==> src/hkrd_pkg.sv <==
package hkrd_pkg;

    localparam int KEY_SLOTS = 6;
    localparam int IDX_W     = 3;

    localparam logic [7:0] MIN_KEY   = 8'h04;
    localparam logic [7:0] MAX_USAGE = 8'h75;
    localparam logic [4:0] MOD_BASE  = 5'b11100;
    localparam logic [7:0] NO_CODE   = 8'hFF;
    localparam logic [7:0] ROLLOVER  = 8'h01;

    // Candidate groups, walked in this order for every report.
    localparam logic [2:0] PH_GMOD = 3'd0;
    localparam logic [2:0] PH_GKEY = 3'd1;
    localparam logic [2:0] PH_MOD  = 3'd2;
    localparam logic [2:0] PH_REL  = 3'd3;
    localparam logic [2:0] PH_PRS  = 3'd4;

    localparam logic [IDX_W-1:0] MOD_LAST = 3'd7;
    localparam logic [IDX_W-1:0] KEY_LAST = 3'(KEY_SLOTS - 1);

    localparam logic [6:0] MOD_ROM [0:7] = '{
        7'h3b, 7'h38, 7'h3a, 7'h37, 7'h3e, 7'h3c, 7'h3d, 7'h36
    };

    // Usage to legacy key code; entries above the last usage read as no code.
    localparam logic [7:0] LEGACY_ROM [0:127] = '{
        8'hFF, 8'hFF, 8'hFF, 8'hFF,
        8'h00, 8'h0b, 8'h08, 8'h02, 8'h0e, 8'h03, 8'h05, 8'h04, 8'h22, 8'h26, 8'h28, 8'h25,
        8'h2e, 8'h2d, 8'h1f, 8'h23, 8'h0c, 8'h0f, 8'h01, 8'h11, 8'h20, 8'h09, 8'h0d, 8'h07,
        8'h10, 8'h06, 8'h12, 8'h13, 8'h14, 8'h15, 8'h17, 8'h16, 8'h1a, 8'h1c, 8'h19, 8'h1d,
        8'h24, 8'h35, 8'h33, 8'h30, 8'h31, 8'h1b, 8'h18, 8'h21, 8'h1e, 8'h2a, 8'h2a, 8'h29,
        8'h27, 8'h32, 8'h2b, 8'h2f, 8'h2c, 8'h39, 8'h7a, 8'h78, 8'h63, 8'h76, 8'h60, 8'h61,
        8'h62, 8'h64, 8'h65, 8'h6d, 8'h67, 8'h6f, 8'h69, 8'h6b, 8'h71, 8'h72, 8'h73, 8'h74,
        8'h75, 8'h77, 8'h79, 8'h7c, 8'h7b, 8'h7d, 8'h7e, 8'h47, 8'h4b, 8'h43, 8'h4e, 8'h45,
        8'h4c, 8'h53, 8'h54, 8'h55, 8'h56, 8'h57, 8'h58, 8'h59, 8'h5b, 8'h5c, 8'h52, 8'h41,
        8'h0a, 8'h6e, 8'h7f, 8'h51, 8'h69, 8'h6b, 8'h71, 8'h6a, 8'h40, 8'h4f, 8'h50, 8'h5a,
        8'hFF, 8'hFF, 8'hFF, 8'hFF, 8'hFF, 8'h72,
        8'hFF, 8'hFF, 8'hFF, 8'hFF, 8'hFF, 8'hFF, 8'hFF, 8'hFF, 8'hFF, 8'hFF
    };

    typedef logic [KEY_SLOTS-1:0][7:0] keys_t;

    typedef struct packed {
        logic [7:0] usage;
        logic       hidq;
        logic [6:0] code;
        logic       cons;
        logic       down;
    } evt_t;

    typedef struct packed {
        logic [7:0] prior_mods;
        keys_t      prior_keys;
        logic [7:0] cur_mods;
        keys_t      cur_keys;
        logic       grabbed;
        logic       rise;
    } ctx_t;

    typedef struct packed {
        logic             running;
        logic             flushing;
        logic [2:0]       phase;
        logic [IDX_W-1:0] idx;
    } seq_t;

endpackage

==> src/hkrd_evt.sv <==
module hkrd_evt (
    input  hkrd_pkg::ctx_t ctx,
    input  hkrd_pkg::seq_t seq,
    output logic           hit,
    output hkrd_pkg::evt_t evt
);

    logic [7:0]          u;
    logic [7:0]          code;
    logic [2:0]          b;
    logic                in_range;
    logic                member;
    logic                rollover;
    logic                cons;
    hkrd_pkg::keys_t     other;

    always_comb
    begin
        b        = seq.idx[2:0];
        u        = (seq.phase == hkrd_pkg::PH_PRS) ? ctx.cur_keys[seq.idx]
                                                   : ctx.prior_keys[seq.idx];
        other    = (seq.phase == hkrd_pkg::PH_PRS) ? ctx.prior_keys : ctx.cur_keys;
        in_range = (u >= hkrd_pkg::MIN_KEY) && (u <= hkrd_pkg::MAX_USAGE);
        code     = hkrd_pkg::LEGACY_ROM[u[6:0]];
        rollover = (ctx.cur_keys[0] == hkrd_pkg::ROLLOVER);
        member   = 1'b0;
        for (int j = 0; j < hkrd_pkg::KEY_SLOTS; j++)
        begin
            if (other[j] == u)
            begin
                member = 1'b1;
            end
        end
        cons = !ctx.grabbed && (code != hkrd_pkg::NO_CODE);

        hit = 1'b0;
        evt = '0;
        unique case (seq.phase)
            hkrd_pkg::PH_GMOD:
            begin
                hit       = ctx.rise && ctx.prior_mods[b];
                evt.usage = {hkrd_pkg::MOD_BASE, b};
                evt.hidq  = 1'b0;
                evt.code  = hkrd_pkg::MOD_ROM[b];
                evt.cons  = 1'b1;
                evt.down  = 1'b0;
            end
            hkrd_pkg::PH_GKEY:
            begin
                hit       = ctx.rise && in_range && (code != hkrd_pkg::NO_CODE);
                evt.usage = u;
                evt.hidq  = 1'b0;
                evt.code  = code[6:0];
                evt.cons  = 1'b1;
                evt.down  = 1'b0;
            end
            hkrd_pkg::PH_MOD:
            begin
                hit       = !rollover && (ctx.cur_mods[b] != ctx.prior_mods[b]);
                evt.usage = {hkrd_pkg::MOD_BASE, b};
                evt.hidq  = 1'b1;
                evt.code  = ctx.grabbed ? 7'd0 : hkrd_pkg::MOD_ROM[b];
                evt.cons  = !ctx.grabbed;
                evt.down  = ctx.cur_mods[b];
            end
            hkrd_pkg::PH_REL, hkrd_pkg::PH_PRS:
            begin
                hit       = !rollover && in_range && !member;
                evt.usage = u;
                evt.hidq  = 1'b1;
                evt.code  = cons ? code[6:0] : 7'd0;
                evt.cons  = cons;
                evt.down  = (seq.phase == hkrd_pkg::PH_PRS);
            end
            default:
            begin
                hit = 1'b0;
            end
        endcase
    end

endmodule

==> src/hkrd_seq.sv <==
module hkrd_seq (
    input  logic           clk,
    input  logic           rst_n,
    input  logic           start,
    input  logic           adv,
    input  logic           flush_go,
    output hkrd_pkg::seq_t seq
);

    localparam logic [1:0] ST_IDLE  = 2'd0;
    localparam logic [1:0] ST_RUN   = 2'd1;
    localparam logic [1:0] ST_FLUSH = 2'd2;

    logic [1:0]                 state_reg, state_next;
    logic [2:0]                 phase_reg, phase_next;
    logic [hkrd_pkg::IDX_W-1:0] idx_reg, idx_next;
    logic [hkrd_pkg::IDX_W-1:0] last_idx;

    always_comb
    begin
        last_idx = ((phase_reg == hkrd_pkg::PH_GMOD) || (phase_reg == hkrd_pkg::PH_MOD))
                   ? hkrd_pkg::MOD_LAST : hkrd_pkg::KEY_LAST;
        state_next = state_reg;
        phase_next = phase_reg;
        idx_next   = idx_reg;
        unique case (state_reg)
            ST_IDLE:
            begin
                if (start)
                begin
                    state_next = ST_RUN;
                    phase_next = hkrd_pkg::PH_GMOD;
                    idx_next   = '0;
                end
            end
            ST_RUN:
            begin
                if (adv)
                begin
                    if (idx_reg == last_idx)
                    begin
                        idx_next = '0;
                        if (phase_reg == hkrd_pkg::PH_PRS)
                        begin
                            state_next = ST_FLUSH;
                        end
                        else
                        begin
                            phase_next = phase_reg + 3'd1;
                        end
                    end
                    else
                    begin
                        idx_next = idx_reg + 1'b1;
                    end
                end
            end
            ST_FLUSH:
            begin
                if (flush_go)
                begin
                    state_next = ST_IDLE;
                end
            end
            default:
            begin
                state_next = ST_IDLE;
            end
        endcase
    end

    always_ff @(posedge clk or negedge rst_n)
    begin
        if (!rst_n)
        begin
            state_reg <= ST_IDLE;
            phase_reg <= hkrd_pkg::PH_GMOD;
            idx_reg   <= '0;
        end
        else
        begin
            state_reg <= state_next;
            phase_reg <= phase_next;
            idx_reg   <= idx_next;
        end
    end

    assign seq.running  = (state_reg == ST_RUN);
    assign seq.flushing = (state_reg == ST_FLUSH);
    assign seq.phase    = phase_reg;
    assign seq.idx      = idx_reg;

endmodule

==> src/hid_keyboard_report_differ.sv <==
// Boot keyboard report differ. Each accepted report is compared with the one
// kept from before and turned into a run of key events on the output channel;
// the final event of a report carries last_event, and a report that changes
// nothing gives no event. One shared event unit checks one candidate per cycle
// unless a found event waits for room at the output (8 grab modifier releases,
// 6 grab key releases, 8 modifier changes, 6 key releases, 6 key presses), and
// a flush step then marks the last event. in_ready stays low until the flush is
// done, so a new report is taken only once the last one is through. The newest
// event is held back one step so it can be marked last; output stalls stretch
// the walk.
module hid_keyboard_report_differ (
    input  logic       clk,
    input  logic       rst_n,
    input  logic       in_valid,
    output logic       in_ready,
    input  logic [7:0] modifier_bits,
    input  logic [7:0] key_slot_0,
    input  logic [7:0] key_slot_1,
    input  logic [7:0] key_slot_2,
    input  logic [7:0] key_slot_3,
    input  logic [7:0] key_slot_4,
    input  logic [7:0] key_slot_5,
    input  logic       console_grabbed,
    output logic       out_valid,
    input  logic       out_ready,
    output logic [7:0] hid_usage,
    output logic       to_hid_queue,
    output logic [6:0] legacy_code,
    output logic       to_console,
    output logic       key_down,
    output logic       last_event
);

    hkrd_pkg::seq_t  seq;
    hkrd_pkg::ctx_t  ctx;
    hkrd_pkg::evt_t  evt;
    logic            hit;

    logic [7:0]      prior_mods_reg;
    hkrd_pkg::keys_t prior_keys_reg;
    logic [7:0]      cur_mods_reg;
    hkrd_pkg::keys_t cur_keys_reg;
    logic            grab_reg;
    logic            rise_reg;

    hkrd_pkg::evt_t  hold_reg;
    logic            hold_valid_reg, hold_valid_next;
    hkrd_pkg::evt_t  out_reg;
    logic            out_last_reg;
    logic            out_valid_reg, out_valid_next;

    logic            accept;
    logic            out_free;
    logic            adv;
    logic            flush_go;
    logic            take;
    logic            push;
    logic            finish;

    assign in_ready = !seq.running && !seq.flushing;
    assign accept   = in_valid && in_ready;
    assign out_free = !out_valid_reg || out_ready;

    assign ctx.prior_mods = prior_mods_reg;
    assign ctx.prior_keys = prior_keys_reg;
    assign ctx.cur_mods   = cur_mods_reg;
    assign ctx.cur_keys   = cur_keys_reg;
    assign ctx.grabbed    = grab_reg;
    assign ctx.rise       = rise_reg;

    hkrd_evt u_evt (
        .ctx (ctx),
        .seq (seq),
        .hit (hit),
        .evt (evt)
    );

    // A found event moves the held one to the output, so it must have room.
    assign adv      = !hit || !hold_valid_reg || out_free;
    assign take     = seq.running && hit && adv;
    assign push     = take && hold_valid_reg;
    assign flush_go = !hold_valid_reg || out_free;
    assign finish   = seq.flushing && flush_go;

    hkrd_seq u_seq (
        .clk      (clk),
        .rst_n    (rst_n),
        .start    (accept),
        .adv      (adv),
        .flush_go (flush_go),
        .seq      (seq)
    );

    always_comb
    begin
        hold_valid_next = hold_valid_reg;
        if (take)
        begin
            hold_valid_next = 1'b1;
        end
        else if (finish)
        begin
            hold_valid_next = 1'b0;
        end

        out_valid_next = out_valid_reg && !out_ready;
        if (push || (finish && hold_valid_reg))
        begin
            out_valid_next = 1'b1;
        end
    end

    always_ff @(posedge clk or negedge rst_n)
    begin
        if (!rst_n)
        begin
            prior_mods_reg <= '0;
            prior_keys_reg <= '0;
            grab_reg       <= 1'b0;
            rise_reg       <= 1'b0;
            hold_valid_reg <= 1'b0;
            out_valid_reg  <= 1'b0;
        end
        else
        begin
            hold_valid_reg <= hold_valid_next;
            out_valid_reg  <= out_valid_next;
            if (accept)
            begin
                grab_reg <= console_grabbed;
                rise_reg <= console_grabbed && !grab_reg;
            end
            if (finish)
            begin
                prior_mods_reg <= cur_mods_reg;
                prior_keys_reg <= cur_keys_reg;
            end
        end
    end

    always_ff @(posedge clk)
    begin
        if (accept)
        begin
            cur_mods_reg    <= modifier_bits;
            cur_keys_reg[0] <= key_slot_0;
            cur_keys_reg[1] <= key_slot_1;
            cur_keys_reg[2] <= key_slot_2;
            cur_keys_reg[3] <= key_slot_3;
            cur_keys_reg[4] <= key_slot_4;
            cur_keys_reg[5] <= key_slot_5;
        end
        if (take)
        begin
            hold_reg <= evt;
        end
        if (push)
        begin
            out_reg      <= hold_reg;
            out_last_reg <= 1'b0;
        end
        else if (finish && hold_valid_reg)
        begin
            out_reg      <= hold_reg;
            out_last_reg <= 1'b1;
        end
    end

    assign out_valid    = out_valid_reg;
    assign hid_usage    = out_reg.usage;
    assign to_hid_queue = out_reg.hidq;
    assign legacy_code  = out_reg.code;
    assign to_console   = out_reg.cons;
    assign key_down     = out_reg.down;
    assign last_event   = out_last_reg;

endmodule
==> config.mk <==
export PLATFORM = sky130hd
export DESIGN_NAME = hid_keyboard_report_differ
export DESIGN_NICKNAME = d
export VERILOG_FILES = /design/src/hkrd_pkg.sv /design/src/hkrd_evt.sv /design/src/hkrd_seq.sv /design/src/hid_keyboard_report_differ.sv
export SDC_FILE = /design/constraint.sdc
export NUM_CORES = 1
export LEC_CHECK = 0
export ABC_CLOCK_PERIOD_IN_PS = 7100
export BUFFER_PORTS_ARGS = -buffer_cell sky130_fd_sc_hd__buf_4
export CAP_MARGIN = 20
export CORE_MARGIN = 10
export CORE_UTILIZATION = 61
export DETAILED_ROUTE_END_ITERATION = 12
export HOLD_SLACK_MARGIN = 0.1
export PLACE_DENSITY = 0.88
export SLEW_MARGIN = 20
export SYNTH_ARGS = -nofsm -noshare
export SYNTH_HDL_FRONTEND = slang
export SYNTH_SLANG_ARGS = --single-unit
export TNS_END_PERCENT = 50
==> constraint.sdc <==
create_clock -name clk -period 7.1 [get_ports clk]
set_input_delay 0.355 -clock clk [delete_from_list [all_inputs] [get_ports clk]]
set_output_delay 0.355 -clock clk [all_outputs]
set_load 0.03 [all_outputs]
==> impl_metrics.yaml <==
finish:
  num_antenna_cells: 0
  drive_gt1_share_pct: 22.30
  largest_reg_flops: 96
  fin_nets: 1099
  syn2layout_area_growth_pct: 16.95
  fin_area_sq_mm: 0.01177
  finish.utilization_pct: 73.55
run:
  drv_cap: 0
outcome:
  status: "finished, final reports clean"
yosys:
  synth_edf_count: 92
  synthArstFlopShare_pct: 42.24
  synth.distinct_cells: 94
  synth-warning-count: 0
  seq_area_frac_synth_pct: 44.57
  synthCells: 910
  synth_area_sq_mm: 0.01006
  synthFlopType: "edfxtp_1"
  syn_nets: 995
  ys_seq_elements: 161
  avgSynthCellArea_sq_um: 11.06
timing:
  tns_ns: 0
  maxSlewViolCount: 0
  skew_ns: 0.009949
  timing.fmax_mhz: 168.1
  timing.final.crit_period_ns: 5.950
  max-slew-margin-rel_pct: 34.46
  worst_pin_slew_ns: 0.9795
  finalHoldViolations: 0
  setup-violations-final: 0
  grt_setup_unrepaired: "no"
  period_share_pct: 83.81
worst_setup_path:
  rrSetupSlack_ns: 1.15
  worstPathCellList: "inv_1 > ha_1 > a21oi_1 > a221o_1 > a2bb2oi_2 > buf_4 > inv_2 > ha_1 > nand4_1 > o211ai_1 > o21ai_0 > a22oi_1 > a311oi_1 > nand4_1 > a21oi_4 > nor3_2 > buf_4 > o21a_1"
  r2r-end: "hid_usage[6]"
  critical_path_class: "reg2reg"
  endpoint: "hid_usage[6]"
  cp-startpoint: "u_seq.phase_reg[0]"
  max_stage_delay_ns: 0.64
  arrival_ns: 6.02
  required_ns: 7.17
  reg2reg_depth: 18
  crit_path_end_kind: "flop"
  slowest_stage: "o21a_1"
  worst_setup_path_start_kind: "flop"
  cp_max_fo: 22
  reg2reg_from: "u_seq.phase_reg[0]"
drt:
  drtIter0Drc: 1611
  first_pass_iters: 7
  route.detailed.drc: 0
  vias: 8692
  wirelength_mm: 31.13
  viasPerCell: 6.993
  ant_nets: 0
  wl_per_cell_microns: 25.05
grt:
  grt.busiest_layer: "met2"
  grtUsageTotal_pct: 28.01
  antenna_found_initial: 1
  grt_max_degree: 69
  grt_pass1_wl_mm: 48.96
  grt.met1_usage_pct: 33.47
  use_met2_pct: 43.54
  grt_use_met3_pct: 8.161
  grt_overflow: 0
  grt_pass1_vias: 8706
die:
  start_util_pct: 62.89
  ios: 82
  fp.dieW_microns: 148.4
  dieArea_sq_mm: 0.02203
  rows: 46
  dieHeight_microns: 148.4
  core_sq_mm: 0.01600
clocking:
  clk_path_buf_depth: 2
  clk_pin_slew_ns: 0.07
  clk-insertion-delay-late_ns: 0.44
  tritoncts: "yes"
  cts_made_buffers: 17
  cts_num_sinks: 161
  cts_root_buf: "clkbuf_16"
  cts_max_level: 4
placement:
  dpl_cell_area_sq_mm: 0.01065
  hpwl_mm: 18.81
  port_buffers: 81
  gp_congestion: 0.9981
worst_hold_path:
  hold_class: "in2reg"
per-stage QoR:
stage | hold WS, ns | cells | setup slack [ns]
4_1_cts | 0.1028 | 1243 | 1.361
3_5_place_dp | 0.4045 | 1158 | 1.463
5_1_grt | 0.1032 | 1243 | 0.7549
2_1_floorplan | 0.05941 | 910 | 1.579
6_report | 0.1084 | 1243 | 1.150
3_3_place_gp | 0.4039 | 1158 | 1.516
layout by cell type (no fill, tap or decap), drive strengths merged, types with 30 or more instances in the layout:
master and count:
buf 96, edfxtp 92, mux2i 90, nand2 78, dfrtp 68, mux2 58, dlygate4sd3 53, o21ai 48
nor2 44, inv 33, a21oi 30
area by class of cell:
type | count | area, sq um
tap | 216 | 270.3
sequential | 161 | 4487
fill | 1022 | 4233
multi-input combinational | 659 | 5067
clock inverter | 13 | 137.6
clock buffer | 19 | 454.2
inverter | 26 | 100.1
timing repair buffer | 149 | 1251
logic make-up after synthesis:
group,share of synthesized area (%)
simple gates,11.42
mux,16.90
fa+ha+maj,2.984
xor+xnor,2.698
buf+inv,5.185
compound gates,16.25
flops,44.57
worst min path at each step:
stage | slack (ns) | endpoint | cells after the start | start
2_1_floorplan | 0.06 | ctx[100] | 0 | rst_n
3_3_place_gp | 0.40 | legacy_code[4] | 0 | hold_reg[6]
3_5_place_dp | 0.40 | hid_usage[6] | 0 | hold_reg[16]
4_1_cts | 0.10 | ctx[21] | 1 | key_slot_2[3]
5_1_grt | 0.10 | ctx[39] | 1 | key_slot_4[5]
6_report | 0.11 | ctx[39] | 1 | key_slot_4[5]
what timing repair did:
action / CTS / global route
hold buffers: 53 / 0
setup buffers: 0 / 0
resized for setup: 0 / 0
hold endpoints to repair: 120 / 0
metal layers:
metal	wire, microns	vias up
li1	-	3685
met1	10960	4110
met2	14560	705
met3	3671	192
met4	1942	0
met5	0	-
synthesized netlist by cell type, types with 6 or more instances:
| cell type | count | area (sq um) |
|---|---|---|
| nand4_1 | 10 | 62.56 |
| inv_1 | 23 | 86.33 |
| a22oi_1 | 9 | 67.56 |
| clkbuf_1 | 10 | 37.54 |
| edfxtp_1 | 92 | 2763 |
| nand3_1 | 22 | 110.1 |
| o21ai_0 | 46 | 230.2 |
| o211ai_1 | 14 | 105.1 |
| xnor2_1 | 26 | 227.7 |
| and3_1 | 14 | 87.58 |
| and2_1 | 6 | 37.54 |
| o2111ai_1 | 7 | 61.31 |
| buf_6 | 7 | 78.83 |
| dfrtp_1 | 68 | 1702 |
| mux2i_1 | 89 | 890.9 |
| a21oi_1 | 29 | 145.1 |
| nor4_1 | 9 | 56.30 |
| buf_2 | 30 | 150.1 |
| o22ai_1 | 18 | 112.6 |
| nand2_1 | 77 | 289.0 |
| mux4_2 | 6 | 135.1 |
| a221oi_1 | 6 | 52.55 |
| nor3_1 | 12 | 60.06 |
| buf_4 | 7 | 52.55 |
| ha_1 | 24 | 300.3 |
| o221ai_1 | 6 | 52.55 |
| mux2_2 | 56 | 630.6 |
| o31ai_1 | 6 | 45.04 |
| a31oi_1 | 15 | 93.84 |
| buf_1 | 6 | 22.52 |
| nor2_1 | 41 | 153.9 |
critical path, delay by kind of cell (launching register included):
family / cells / cell delay (ns)
flip-flops: 1 / 0.44
AND/OR/NAND/NOR: 3 / 0.79
AO/OA/AOI/OAI: 9 / 2.58
buffers and inverters: 4 / 0.97
adder cells (fa/ha/maj): 2 / 0.80
Power is not shown: default switching activity piles up to over one toggle a cycle in this logic, so the estimate is an artifact.
